### src/hdl/wtsc_pkg.sv
// shared types, constants and helper functions for the wave-table sound channel
package wtsc_pkg;

  typedef enum logic [1:0] {
    MODE_WRITE = 2'd0,
    MODE_READ  = 2'd1,
    MODE_FREQ  = 2'd2,
    MODE_LEN   = 2'd3
  } mode_t;

  localparam int          NUM_CTRL   = 5;
  localparam int          WAVE_DEPTH = 16;
  localparam int          WAVE_AW    = $clog2(WAVE_DEPTH);
  localparam int          PERIOD_W   = 13;
  localparam int          LEN_W      = 9;
  localparam int          POS_W      = 5;
  localparam int          VOL_W      = 3;
  localparam int          IN_DATA_W  = 24;
  localparam int          OUT_DATA_W = 16;

  localparam logic [15:0] NR30_ADDR  = 16'hFF1A;
  localparam logic [15:0] NR34_ADDR  = 16'hFF1E;
  localparam logic [11:0] WAVE_PAGE  = 12'hFF3;

  localparam logic [2:0]  REG_NR30   = 3'd0;
  localparam logic [2:0]  REG_NR31   = 3'd1;
  localparam logic [2:0]  REG_NR32   = 3'd2;
  localparam logic [2:0]  REG_NR33   = 3'd3;
  localparam logic [2:0]  REG_NR34   = 3'd4;

  localparam logic [7:0]  MASK_NR30  = 8'h7F;
  localparam logic [7:0]  MASK_NR31  = 8'hFF;
  localparam logic [7:0]  MASK_NR32  = 8'h9F;
  localparam logic [7:0]  MASK_NR33  = 8'hFF;
  localparam logic [7:0]  MASK_NR34  = 8'hBF;
  localparam logic [7:0]  OPEN_BUS   = 8'hFF;

  localparam logic [11:0]      FREQ_BASE = 12'h800;
  localparam logic [LEN_W-1:0] LEN_FULL  = 9'd256;
  localparam logic [VOL_W-1:0] VOL_MUTE  = 3'd4;

  typedef struct packed {
    logic               we;
    logic [WAVE_AW-1:0] addr;
    logic [7:0]         data;
  } wave_wr_t;

  typedef struct packed {
    logic             rd_ram;
    logic [7:0]       rd_byte;
    logic             nib_lo;
    logic [VOL_W-1:0] vol;
    logic             running;
  } side_t;

  function automatic logic [PERIOD_W-1:0] period_reload(input logic [7:0] lo,
                                                        input logic [2:0] hi);
    logic [11:0] span;
    span = FREQ_BASE - {1'b0, hi, lo};
    return {span, 1'b0};
  endfunction

  function automatic logic [VOL_W-1:0] vol_code(input logic [1:0] sel);
    logic [VOL_W-1:0] v;
    case (sel)
      2'd0:    v = VOL_MUTE;
      2'd1:    v = 3'd0;
      2'd2:    v = 3'd1;
      default: v = 3'd2;
    endcase
    return v;
  endfunction

endpackage

### src/hdl/wtsc_ctrl.sv
// control bytes, timers, position and bus decode for one item per cycle while en is high
module wtsc_ctrl
  import wtsc_pkg::*;
(
  input  logic               clk,
  input  logic               rst_n,
  input  logic               en,
  input  mode_t              mode,
  input  logic [15:0]        addr,
  input  logic [7:0]         wdata,
  output wave_wr_t           wave_wr,
  output logic [WAVE_AW-1:0] rd_addr,
  output logic [WAVE_AW-1:0] nib_addr,
  output side_t              side
);

  logic [7:0]          ctrl_r   [NUM_CTRL];
  logic [7:0]          ctrl_nxt [NUM_CTRL];
  logic                chan_r, chan_nxt;
  logic                dac_r, dac_nxt;
  logic [LEN_W-1:0]    len_r, len_nxt;
  logic [PERIOD_W-1:0] per_r, per_nxt;
  logic [POS_W-1:0]    pos_r, pos_nxt;
  logic [VOL_W-1:0]    vol_r, vol_nxt;
  logic [15:0]         offs;
  logic [2:0]          reg_idx;
  logic                in_ctrl;
  logic                in_wave;

  always_comb begin
    offs    = addr - NR30_ADDR;
    reg_idx = offs[2:0];
    in_ctrl = (addr >= NR30_ADDR) && (addr <= NR34_ADDR);
    in_wave = (addr[15:4] == WAVE_PAGE);

    for (int i = 0; i < NUM_CTRL; i++) begin
      ctrl_nxt[i] = ctrl_r[i];
    end
    chan_nxt = chan_r;
    dac_nxt  = dac_r;
    len_nxt  = len_r;
    per_nxt  = per_r;
    pos_nxt  = pos_r;
    vol_nxt  = vol_r;

    wave_wr.we   = 1'b0;
    wave_wr.addr = addr[WAVE_AW-1:0];
    wave_wr.data = wdata;
    side.rd_ram  = 1'b0;
    side.rd_byte = 8'h00;

    unique case (mode)
      MODE_WRITE: begin
        if (in_ctrl) begin
          for (int i = 0; i < NUM_CTRL; i++) begin
            if (reg_idx == 3'(i)) begin
              ctrl_nxt[i] = wdata;
            end
          end
          unique case (reg_idx)
            REG_NR30: dac_nxt = wdata[7];
            REG_NR31: len_nxt = LEN_FULL - {1'b0, wdata};
            REG_NR34: begin
              // trigger
              if (wdata[7]) begin
                chan_nxt = 1'b1;
                if (len_r == '0) begin
                  len_nxt = LEN_FULL;
                end
                per_nxt = period_reload(ctrl_r[REG_NR33], wdata[2:0]);
                pos_nxt = '0;
              end
            end
            default: ;
          endcase
        end else if (in_wave) begin
          wave_wr.we = 1'b1;
        end
      end
      MODE_READ: begin
        if (in_ctrl) begin
          unique case (reg_idx)
            REG_NR30: side.rd_byte = ctrl_r[REG_NR30] | MASK_NR30;
            REG_NR31: side.rd_byte = ctrl_r[REG_NR31] | MASK_NR31;
            REG_NR32: side.rd_byte = ctrl_r[REG_NR32] | MASK_NR32;
            REG_NR33: side.rd_byte = ctrl_r[REG_NR33] | MASK_NR33;
            REG_NR34: side.rd_byte = ctrl_r[REG_NR34] | MASK_NR34;
            default:  side.rd_byte = OPEN_BUS;
          endcase
        end else if (in_wave) begin
          side.rd_ram = 1'b1;
        end else begin
          side.rd_byte = OPEN_BUS;
        end
      end
      MODE_FREQ: begin
        vol_nxt = (chan_r && dac_r) ? vol_code(ctrl_r[REG_NR32][6:5]) : VOL_MUTE;
        if (per_r <= PERIOD_W'(1)) begin
          per_nxt = period_reload(ctrl_r[REG_NR33], ctrl_r[REG_NR34][2:0]);
          pos_nxt = pos_r + POS_W'(1);
        end else begin
          per_nxt = per_r - PERIOD_W'(1);
        end
      end
      MODE_LEN: begin
        if (ctrl_r[REG_NR34][6] && (len_r != '0)) begin
          len_nxt = len_r - LEN_W'(1);
          if (len_r == LEN_W'(1)) begin
            chan_nxt = 1'b0;
          end
        end
      end
    endcase

    rd_addr      = addr[WAVE_AW-1:0];
    nib_addr     = pos_nxt[POS_W-1:1];
    side.nib_lo  = pos_nxt[0];
    side.vol     = vol_nxt;
    side.running = chan_nxt && dac_nxt;
  end

  always_ff @(posedge clk) begin
    if (!rst_n) begin
      for (int i = 0; i < NUM_CTRL; i++) begin
        ctrl_r[i] <= 8'h00;
      end
      chan_r <= 1'b0;
      dac_r  <= 1'b0;
      len_r  <= '0;
      per_r  <= '0;
      pos_r  <= '0;
      vol_r  <= '0;
    end else if (en) begin
      for (int i = 0; i < NUM_CTRL; i++) begin
        ctrl_r[i] <= ctrl_nxt[i];
      end
      chan_r <= chan_nxt;
      dac_r  <= dac_nxt;
      len_r  <= len_nxt;
      per_r  <= per_nxt;
      pos_r  <= pos_nxt;
      vol_r  <= vol_nxt;
    end
  end

endmodule

### src/hdl/wtsc_wave_ram.sv
// 16-byte wave ram, one write port and two registered read ports
module wtsc_wave_ram
  import wtsc_pkg::*;
(
  input  logic               clk,
  input  logic               rst_n,
  input  logic               en,
  input  wave_wr_t           wave_wr,
  input  logic [WAVE_AW-1:0] rd_addr,
  input  logic [WAVE_AW-1:0] nib_addr,
  output logic [7:0]         rd_data,
  output logic [7:0]         nib_data
);

  logic [7:0]            mem [WAVE_DEPTH];
  logic [WAVE_DEPTH-1:0] vld_r;
  logic [7:0]            rd_data_r;
  logic [7:0]            nib_data_r;
  logic                  wr_en;

  assign wr_en = en && wave_wr.we;

  always_ff @(posedge clk) begin
    if (!rst_n) begin
      vld_r <= '0;
    end else if (wr_en) begin
      vld_r[wave_wr.addr] <= 1'b1;
    end
  end

  always_ff @(posedge clk) begin
    if (wr_en) begin
      mem[wave_wr.addr] <= wave_wr.data;
    end
  end

  // write-first on both read ports, unwritten entries read as zero
  always_ff @(posedge clk) begin
    if (en) begin
      if (wr_en && (wave_wr.addr == rd_addr)) begin
        rd_data_r <= wave_wr.data;
      end else begin
        rd_data_r <= vld_r[rd_addr] ? mem[rd_addr] : 8'h00;
      end
      if (wr_en && (wave_wr.addr == nib_addr)) begin
        nib_data_r <= wave_wr.data;
      end else begin
        nib_data_r <= vld_r[nib_addr] ? mem[nib_addr] : 8'h00;
      end
    end
  end

  assign rd_data  = rd_data_r;
  assign nib_data = nib_data_r;

endmodule

### src/hdl/wtsc_out.sv
// sideband stage and result register: read data select, nibble pick and volume shift
module wtsc_out
  import wtsc_pkg::*;
(
  input  logic                  clk,
  input  logic                  load_side,
  input  logic                  load_out,
  input  side_t                 side,
  input  logic [7:0]            rd_data,
  input  logic [7:0]            nib_data,
  output logic [OUT_DATA_W-1:0] out_data
);

  side_t                 side_r;
  logic [7:0]            rd_byte;
  logic [3:0]            nib;
  logic [3:0]            amp;
  logic [OUT_DATA_W-1:0] out_data_r;
  logic [OUT_DATA_W-1:0] out_data_nxt;

  always_ff @(posedge clk) begin
    if (load_side) begin
      side_r <= side;
    end
  end

  always_comb begin
    rd_byte      = side_r.rd_ram ? rd_data : side_r.rd_byte;
    nib          = side_r.nib_lo ? nib_data[3:0] : nib_data[7:4];
    amp          = nib >> side_r.vol;
    out_data_nxt = {3'b000, side_r.running, amp, rd_byte};
  end

  always_ff @(posedge clk) begin
    if (load_out) begin
      out_data_r <= out_data_nxt;
    end
  end

  assign out_data = out_data_r;

endmodule

### src/hdl/wave_table_sound_channel.sv
// top level of the wave-table sound channel
//
//  channel | ports                          | contents
//  --------+--------------------------------+------------------------------------------
//  in      | in_tvalid in_tready            | tuser: mode; tdata: address, write_data
//  out     | out_tvalid out_tready          | tdata: read_data, amplitude, running
//
//  one transaction per cycle sustained while out_tready holds; an accepted transaction passes
//  the input register, the state update with wave ram read, then the result register
//  rst_n is synchronous; the wave ram uses per-byte valid bits, so no clearing pass
//  a stalled result holds its stage while the earlier stages keep filling
module wave_table_sound_channel
  import wtsc_pkg::*;
(
  input  logic                  clk,
  input  logic                  rst_n,
  input  logic                  in_tvalid,
  output logic                  in_tready,
  input  logic [IN_DATA_W-1:0]  in_tdata,   // address[15:0], write_data[23:16]
  input  logic [1:0]            in_tuser,   // mode[1:0]
  output logic                  out_tvalid,
  input  logic                  out_tready,
  output logic [OUT_DATA_W-1:0] out_tdata   // read_data[7:0], amplitude[11:8], running[12]
);

  logic               v1_r, v1_nxt;
  logic               v2_r, v2_nxt;
  logic               v3_r, v3_nxt;
  mode_t              mode_r;
  logic [15:0]        addr_r;
  logic [7:0]         wdata_r;
  logic               in_acc;
  logic               adv1;
  logic               adv2;
  logic               s2_ready;
  wave_wr_t           wave_wr;
  logic [WAVE_AW-1:0] rd_addr;
  logic [WAVE_AW-1:0] nib_addr;
  logic [7:0]         rd_data;
  logic [7:0]         nib_data;
  side_t              side;

  always_comb begin
    adv2      = v2_r && (!v3_r || out_tready);
    s2_ready  = !v2_r || adv2;
    adv1      = v1_r && s2_ready;
    in_tready = !v1_r || s2_ready;
    in_acc    = in_tvalid && in_tready;
    v1_nxt    = in_acc ? 1'b1 : (adv1 ? 1'b0 : v1_r);
    v2_nxt    = adv1 ? 1'b1 : (adv2 ? 1'b0 : v2_r);
    v3_nxt    = adv2 ? 1'b1 : ((out_tvalid && out_tready) ? 1'b0 : v3_r);
  end

  always_ff @(posedge clk) begin
    if (!rst_n) begin
      v1_r <= 1'b0;
      v2_r <= 1'b0;
      v3_r <= 1'b0;
    end else begin
      v1_r <= v1_nxt;
      v2_r <= v2_nxt;
      v3_r <= v3_nxt;
    end
  end

  always_ff @(posedge clk) begin
    if (in_acc) begin
      mode_r  <= mode_t'(in_tuser);
      addr_r  <= in_tdata[15:0];
      wdata_r <= in_tdata[23:16];
    end
  end

  wtsc_ctrl u_ctrl (
    .clk      (clk),
    .rst_n    (rst_n),
    .en       (adv1),
    .mode     (mode_r),
    .addr     (addr_r),
    .wdata    (wdata_r),
    .wave_wr  (wave_wr),
    .rd_addr  (rd_addr),
    .nib_addr (nib_addr),
    .side     (side)
  );

  wtsc_wave_ram u_wave_ram (
    .clk      (clk),
    .rst_n    (rst_n),
    .en       (adv1),
    .wave_wr  (wave_wr),
    .rd_addr  (rd_addr),
    .nib_addr (nib_addr),
    .rd_data  (rd_data),
    .nib_data (nib_data)
  );

  wtsc_out u_out (
    .clk       (clk),
    .load_side (adv1),
    .load_out  (adv2),
    .side      (side),
    .rd_data   (rd_data),
    .nib_data  (nib_data),
    .out_data  (out_tdata)
  );

  assign out_tvalid = v3_r;

`ifndef SYNTHESIS
  a_wave_wr_only_on_write: assert property (@(posedge clk) disable iff (!rst_n)
    (adv1 && wave_wr.we) |-> (mode_r == MODE_WRITE))
    else $error("wave ram written by a non-write transaction");

  a_ram_read_only_on_read: assert property (@(posedge clk) disable iff (!rst_n)
    (adv1 && side.rd_ram) |-> (mode_r == MODE_READ))
    else $error("wave ram read data selected for a non-read transaction");

  a_result_from_stage2: assert property (@(posedge clk) disable iff (!rst_n)
    $rose(v3_r) |-> $past(v2_r))
    else $error("result appeared without a transaction in the middle stage");

  a_stage2_from_stage1: assert property (@(posedge clk) disable iff (!rst_n)
    $rose(v2_r) |-> $past(v1_r))
    else $error("middle stage filled without an input transaction");
`endif

endmodule

### config.mk
export PLATFORM = sky130hd
export DESIGN_NAME = wave_table_sound_channel
export DESIGN_NICKNAME = d
export VERILOG_FILES = /design/src/hdl/wtsc_pkg.sv /design/src/hdl/wtsc_ctrl.sv /design/src/hdl/wtsc_wave_ram.sv /design/src/hdl/wtsc_out.sv /design/src/hdl/wave_table_sound_channel.sv
export SDC_FILE = /design/constraint.sdc
export NUM_CORES = 1
export LEC_CHECK = 0
export BUFFER_PORTS_ARGS = -buffer_cell sky130_fd_sc_hd__buf_2
export CORE_ASPECT_RATIO = 0.6
export CORE_MARGIN = 4
export CORE_UTILIZATION = 30
export CTS_BUF_LIST = sky130_fd_sc_hd__clkbuf_16
export CTS_CLUSTER_DIAMETER = 60
export CTS_CLUSTER_SIZE = 25
export DETAILED_ROUTE_END_ITERATION = 6
export PLACE_DENSITY_LB_ADDON = 0.3
export SLEW_MARGIN = 20
export SYNTH_ARGS = -nofsm -noshare
export SYNTH_HDL_FRONTEND = slang
export SYNTH_SLANG_ARGS = --single-unit
### constraint.sdc
create_clock -name clk -period 6.7 [get_ports clk]
set_input_delay 0.335 -clock clk [delete_from_list [all_inputs] [get_ports clk]]
set_output_delay 0.335 -clock clk [all_outputs]
set_load 0.1 [all_outputs]
* Word-level counts from Yosys, hierarchy flattened
Memory sizes are Yosys's and may differ from the RTL's. A register that Yosys moved wholly into a read port is not among the register bits. Cells that the tools add are included.
Storage, ports and cells: register bits 120, memory bits (writable) 168, input bits 30, logic and storage cells 182, memories 2
Memory list:
- u_wave_ram.mem | depth 16, bits a word 8, read ports 2, clocked after memory_dff 1, write ports 1, RTL line wtsc_wave_ram.sv:15 | logic [7:0] mem [WAVE_DEPTH];
- u_ctrl.ctrl_r | depth 5, bits a word 8, read ports 4, clocked after memory_dff 0, write ports 5, RTL line wtsc_ctrl.sv:17 | logic [7:0] ctrl_r [NUM_CTRL];
Operators by class: $add $sub $neg 7, magnitude comparators 6, equality and inequality tests 34, shift operators 1, muxes and demuxes 71, bitwise logic cells 6, reduce and logical (&&, ||, !) cells 34
Operators with widths (count):
- $mux 8 | 17
- $mux 40 | 2
- $mux 13 | 4
- $mux 9 | 4
- $pmux 9 s2 | 2
- $mux 1 | 26
- $pmux 13 s2 | 1
- $pmux 8 s3 | 1
- $sub 12x11->12 const A | 2
- $ne 3x3->1 const B | 7
- $mux 5 | 4
- $reduce_and 4->1 | 5
- $ge 16x16->1 const B | 1
- $le 16x16->1 const B | 1
- $or 16x16->16 | 1
- $le 13x1->1 const B | 1
- $sub 13x1->13 const B | 1
- $eq 12x12->1 const B | 1
- $ne 2x2->1 const B | 6
- $logic_and 1x1->1 | 11
- $lt 4x5->1 const B | 2
- $pmux 5 s2 | 1
- $reduce_bool 2->1 | 5
- $eq 9x1->1 const B | 1
- 30 further kinds | 52

* Longest topological paths before layout
word-level depth 10, depth in mapped cells 14

* By module
A second synthesis with hierarchy kept.
Unflattened totals: cells, all modules 932, area, all modules 12884.9 µm²
Modules (own cells, without submodules):
- wtsc_wave_ram | instances 1, cells an instance 412, area an instance 7449.6 µm², seq. area each 4644.5 µm²
- wtsc_ctrl | instances 1, cells an instance 427, area an instance 3434.5 µm², seq. area each 1091.0 µm²
- wtsc_out | instances 1, cells an instance 54, area an instance 1082.3 µm², seq. area each 810.8 µm²
- wave_table_sound_channel | instances 1, cells an instance 39, area an instance 918.4 µm², seq. area each 840.8 µm²

* Worst setup path after synthesis
Ideal clock, no wire load.
path kind register -> register, start reg v3_r, in the netlist out_tvalid, end reg (tool-made name), setup time 0.153 ns, arrival time 3.128 ns, required time 6.547 ns, slack 3.419 ns, stages on the path, launching flop included 7, buffers on the path 0, clock period less this slack 3.281 ns, cell sequence dfxtp_1 nor2b_1 nand3_1 nand2_1 inv_1 nand2_1 o21ai_0
RTL lines:
- start: declaration | RTL line wave_table_sound_channel.sv:28 | logic v3_r, v3_nxt;
- start signal: assignment | RTL line wave_table_sound_channel.sv:62 | v3_r <= v3_nxt;

* Worst setup path in the final report
start reg addr_r[2], end reg u_wave_ram.nib_data_r[5], in the netlist u_wave_ram.nib_data[5], data pin
On the way: word-level cells in the longest chain between the ends 9, elaborated cells on any way between the ends 18
RTL lines:
- start: declaration | RTL line wave_table_sound_channel.sv:30 | logic [15:0] addr_r;
- start signal: assignment | RTL line wave_table_sound_channel.sv:69 | addr_r <= in_tdata[15:0];
- branches (longest 8 deep; another with $ge 16x16->1)
- $mux 8 * | RTL line wtsc_wave_ram.sv:45 | if (wr_en && (wave_wr.addr == nib_addr)) begin
- end signal: assignment | RTL line wtsc_wave_ram.sv:46 | nib_data_r <= wave_wr.data;
- end signal: assignment | RTL line wtsc_wave_ram.sv:48 | nib_data_r <= vld_r[nib_addr] ? mem[nib_addr] : 8'h00;
- end: declaration | RTL line wtsc_wave_ram.sv:18 | logic [7:0] nib_data_r;
Every way passes the cells marked *. The select of a mux whose other input is x is not followed. A chain may end at the register's enable or synchronous reset.

==> reports/results.md <==
| Parameter | This run | Unit |
| --- | --- | --- |
| Final Critical Period | 4.19 | ns |
| Type of the worst setup path | reg -> reg | - |
| Biggest area contributors in the synthesized netlist | edfxtp_1 (49%), dfxtp_1 (8.6%), mux4_2 (8.4%) | - |
| Unique masters post-synth | 72 | - |
| Required time reported for the critical path endpoint | 6.97 | ns |
| All-Layer GR Usage | 15.7 | % |
| Worst-Skew Late Latency | 0.52 | ns |
| Hold violation count in the final report | 0 | - |
| Count of clock tree sinks | 263 | - |
| Vias in the first global route | 7909 | - |
| Maximum operating frequency | 239 | MHz |
| Most common library cells after synthesis | edfxtp_1 (208), nand2_1 (86), nor2_1 (75) | - |
| Post-detail-place hpwl | 25.9 | mm |
| Buffers inserted by post-CTS timing repair | 0 | - |
| Number of nets with antenna violations after detailed routing | 0 | - |
| Area Overhead vs Synth | 11.8 | % |
| Clock slew seen by the registers of the worst setup and hold paths | 0.10 | ns |
| DRC violations left | 0 | - |
| Initial core utilization | 30.5 | % |
| Final Power | 3.38 | mW |
| Die outline width | 275 | um |
| Setup Slack @ Placement | 2.56 | ns |
| CTS Root Buffer Type | clkbuf_16 | - |
| Vias after detailed routing | 8626 | - |
| Number of instances in the synthesized netlist | 990 | - |
| Setup TNS | 0 | ns |
| Global-route congestion overflow total | 0 | - |
| Final non-filler cell total | 1614 | - |
| Maximum fanout count along the critical path | 42 | - |
| Fin Clk Skew | 0.0220 | ns |
| Final Slew Violations | 0 | - |
| Yosys top cell by area | edfxtp_1 | - |
| Global placement routability congestion | 0.895 | - |
| Number of iterations in the first detailed-routing pass | 5 | - |
| First-pass GRT wire length | 54.1 | mm |
| Count of nets after finishing | 1076 | - |
| Post-Synth XOR/XNOR Area | 1.51 | % |
| DRT iter0 DRCs | 1103 | - |
| Routed len/inst | 22.6 | um |
| Total number of H-tree levels | 1 | - |
| Unrepaired setup endpoints after global routing | false | - |
| Ant. Diodes | 0 | - |
| Core Rows | 58 | - |
| Clock tree from TritonCTS | built | - |
| CP max-delay cell | and3_4 | - |
| Post-route fraction of the period consumed by the critical path | 62.5 | % |
| Worst hold slack | 0.0379 | ns |
| Pin slew with the least headroom to its limit | 1.12 | ns |
| Count of fill cells added during filler insertion | 4080 | - |
| Top-area cell type share of the netlist area | 48.8 | % |
| Type of element capturing the critical path | register | - |
| Number of buffers created by CTS | 16 | - |
| Most common cell in the netlist | edfxtp_1 | - |
| Port Buffer Count | 44 | - |
| Proportion of layout cells with a drive suffix above 1 | 19.1 | % |
| Detailed-route wire length | 36.5 | mm |
| Register cell area after layout | 0.00735 | mm^2 |
| Main combinational cell family by area after synthesis | multiplexers | - |
| Buffers from clock root to sink, at most | 3 | - |
| Largest stage delay, worst path | 0.72 | ns |
| Area enclosed by the die boundary | 0.0461 | mm^2 |
| Antenna violations before repair | 1 | - |
| # placed instances | 1566 | - |
| Die span in y | 168 | um |
| HP Class | in -> reg | - |
| Run status | completed | - |
| Compound-Gate Fraction of Synth Area | 9.41 | % |
| Pwr dens | 236 | mW/mm^2 |
| Ys flop type | edfxtp_1 | - |
| Data arrival time of the critical path | 4.46 | ns |
| Synthesized-area fraction occupied by and/or/nand/nor cells | 10.7 | % |
| Final setup violating endpoints | 0 | - |
| Proportion of register bits with asynchronous set or reset after synthesis | 0 | % |
| Largest vdd supply drop | 139 | uV |
| Synthesized cell area | 0.0128 | mm^2 |
| Resize count post-CTS | 0 | - |
| Mean number of vias per cell | 5.34 | - |
| Number of enable-type register cells in the synthesized netlist | 208 | - |
| Mux contribution to synthesized area | 16.4 | % |
| Leakage power summed over all cells | 4.96 | nW |
| Flip-flop and latch count after synthesis | 263 | - |
| CORE AREA | 0.0420 | mm^2 |
| Largest net degree at the start of global routing | 51 | - |
| Worst path cell trace | inv_1 > ha_1 > nand4_1 > o211ai_1 > and3_4 > buf_4 > mux2_2 > nor2_1 > a211oi_1 > nor3_1 > o22ai_1 | - |
| Critical path launch point type | register | - |
| Rel. slew slack | 25.0 | % |
| Area occupied by multi-input gates | 0.00505 | mm^2 |
| Yosys warnings | 0 | - |
| Max-cap check violation count | 0 | - |
| I/O pin total | 48 | - |
| Sequential fraction of the synthesis area | 57.4 | % |
| Final worst-path setup slack | 2.51 | ns |
| Synth Area in Adders | 1.17 | % |
| Mean Syn Cell Area | 12.9 | um^2 |
-- critical path: cells and delay by family, from the launching register on --
kind            cells  cell delay [ns]
simple gates        4             1.29
compound gates      3             0.40
mux                 1             0.39
fa+ha+maj           1             0.45
buf+inv             2             0.75
flops               1             0.62
-- layout by cell type (no fill, tap or decap), types with 5 or more instances in the layout --
cell | netlist | layout
o21a_1 | 18 | 18
nor2_1 | 75 | 69
a21oi_1 | 33 | 33
o31ai_1 | 5 | 5
nor4_1 | 8 | 8
xnor2_1 | 15 | 15
clkinv_1 | 2 | 6
nand3_1 | 21 | 20
buf_2 | 6 | 44
nor3_1 | 31 | 31
o21ai_0 | 43 | 43
o22ai_1 | 18 | 18
edfxtp_1 | 208 | 208
and3_1 | 6 | 5
nand2b_1 | 5 | 5
o211ai_1 | 10 | 10
nand2_1 | 86 | 86
nor2_2 | 0 | 6
buf_4 | 12 | 18
clkbuf_16 | 0 | 17
mux2i_1 | 58 | 58
xor2_1 | 7 | 7
ha_1 | 12 | 12
mux2_2 | 38 | 38
dlygate4sd3_1 | 0 | 20
a211oi_1 | 28 | 28
dfxtp_1 | 55 | 54
inv_1 | 32 | 34
mux4_2 | 48 | 48
nor2b_1 | 6 | 5
-- flip-flops by register name, summed over array words and instances (netlist names), 2 cells and up, named ones only --
register / cells
u_wave_ram.rd_data: 8
u_ctrl.ctrl_r: 15
wdata_r: 8
u_ctrl.pos_r: 5
mode_r: 2
u_ctrl.vol_r: 3
u_wave_ram.nib_data: 8
u_wave_ram.vld_r: 16
addr_r: 16
u_wave_ram.mem: 128
u_out.side_r: 9
u_out.out_data: 13
u_ctrl.len_r: 9
u_ctrl.per_r: 13
-- per-stage QoR --
step	util (%)	cell area, um^2
2_1_floorplan	-	12800
3_3_place_gp	32.3	13600
3_5_place_dp	32.3	13600
4_1_cts	34.0	14300
5_1_grt	34.1	14300
6_report	34.1	14300
-- path summary, 6_finish.rpt --
check / start / end / slack [ns] / depth (start not counted)
setup / recovery: addr_r[2]$_DFFE_PP_ / u_wave_ram.nib_data[5]$_DFFE_PP_ / 2.51 / 11
hold reg to reg: u_out.out_data_nxt[12]$_DFFE_PP_ / u_out.out_data[12]$_DFFE_PP_ / 0.44 / 0
hold / removal: in_tuser[1] / mode_r[1]$_DFFE_PP_ / 0.04 / 1
setup reg to reg: addr_r[2]$_DFFE_PP_ / u_wave_ram.nib_data[5]$_DFFE_PP_ / 2.51 / 11
-- area by class of cell --
class | count | share of cell area (%)
Multi-Input combinational cell | 637 | 35.3
Inverter | 34 | 0.892
Clock inverter | 11 | 0.621
Timing Repair Buffer | 82 | 3.88
Tap cell | 570 | 4.98
Sequential cell | 263 | 51.3
Clock buffer | 17 | 2.97
-- cell families after synthesis --
family	Yosys count
flip-flops	263
AO/OA/AOI/OAI	182
adder cells (fa/ha/maj)	12
XOR/XNOR	22
buffers and inverters	92
multiplexers	145
AND/OR/NAND/NOR	273
other	1
-- power breakdown --
part / switching, mW / leakage, nW / internal (mW) / total [mW]
clock network: 0.585 / 0.263 / 0.485 / 1.07
logic: 0.285 / 2.31 / 0.172 / 0.457
registers: 0.0500 / 2.38 / 1.80 / 1.85
total: 0.921 / 4.96 / 2.46 / 3.38
-- metal layers --
metal / routed length, um / vias up / GRT usage [%]
li1: - / 3859 / -
met1: 19000 / 4316 / 27.5
met2: 13300 / 431 / 19.0
met3: 3910 / 20 / 3.97
met4: 273 / 0 / 1.48
met5: 0 / - / 0
-- what timing repair did --
item,in CTS,in global routing
hold endpoints to repair,20,0
endpoints found under the setup margin,0,0
hold buffers,20,0
Power figures use the tool's default switching activity.
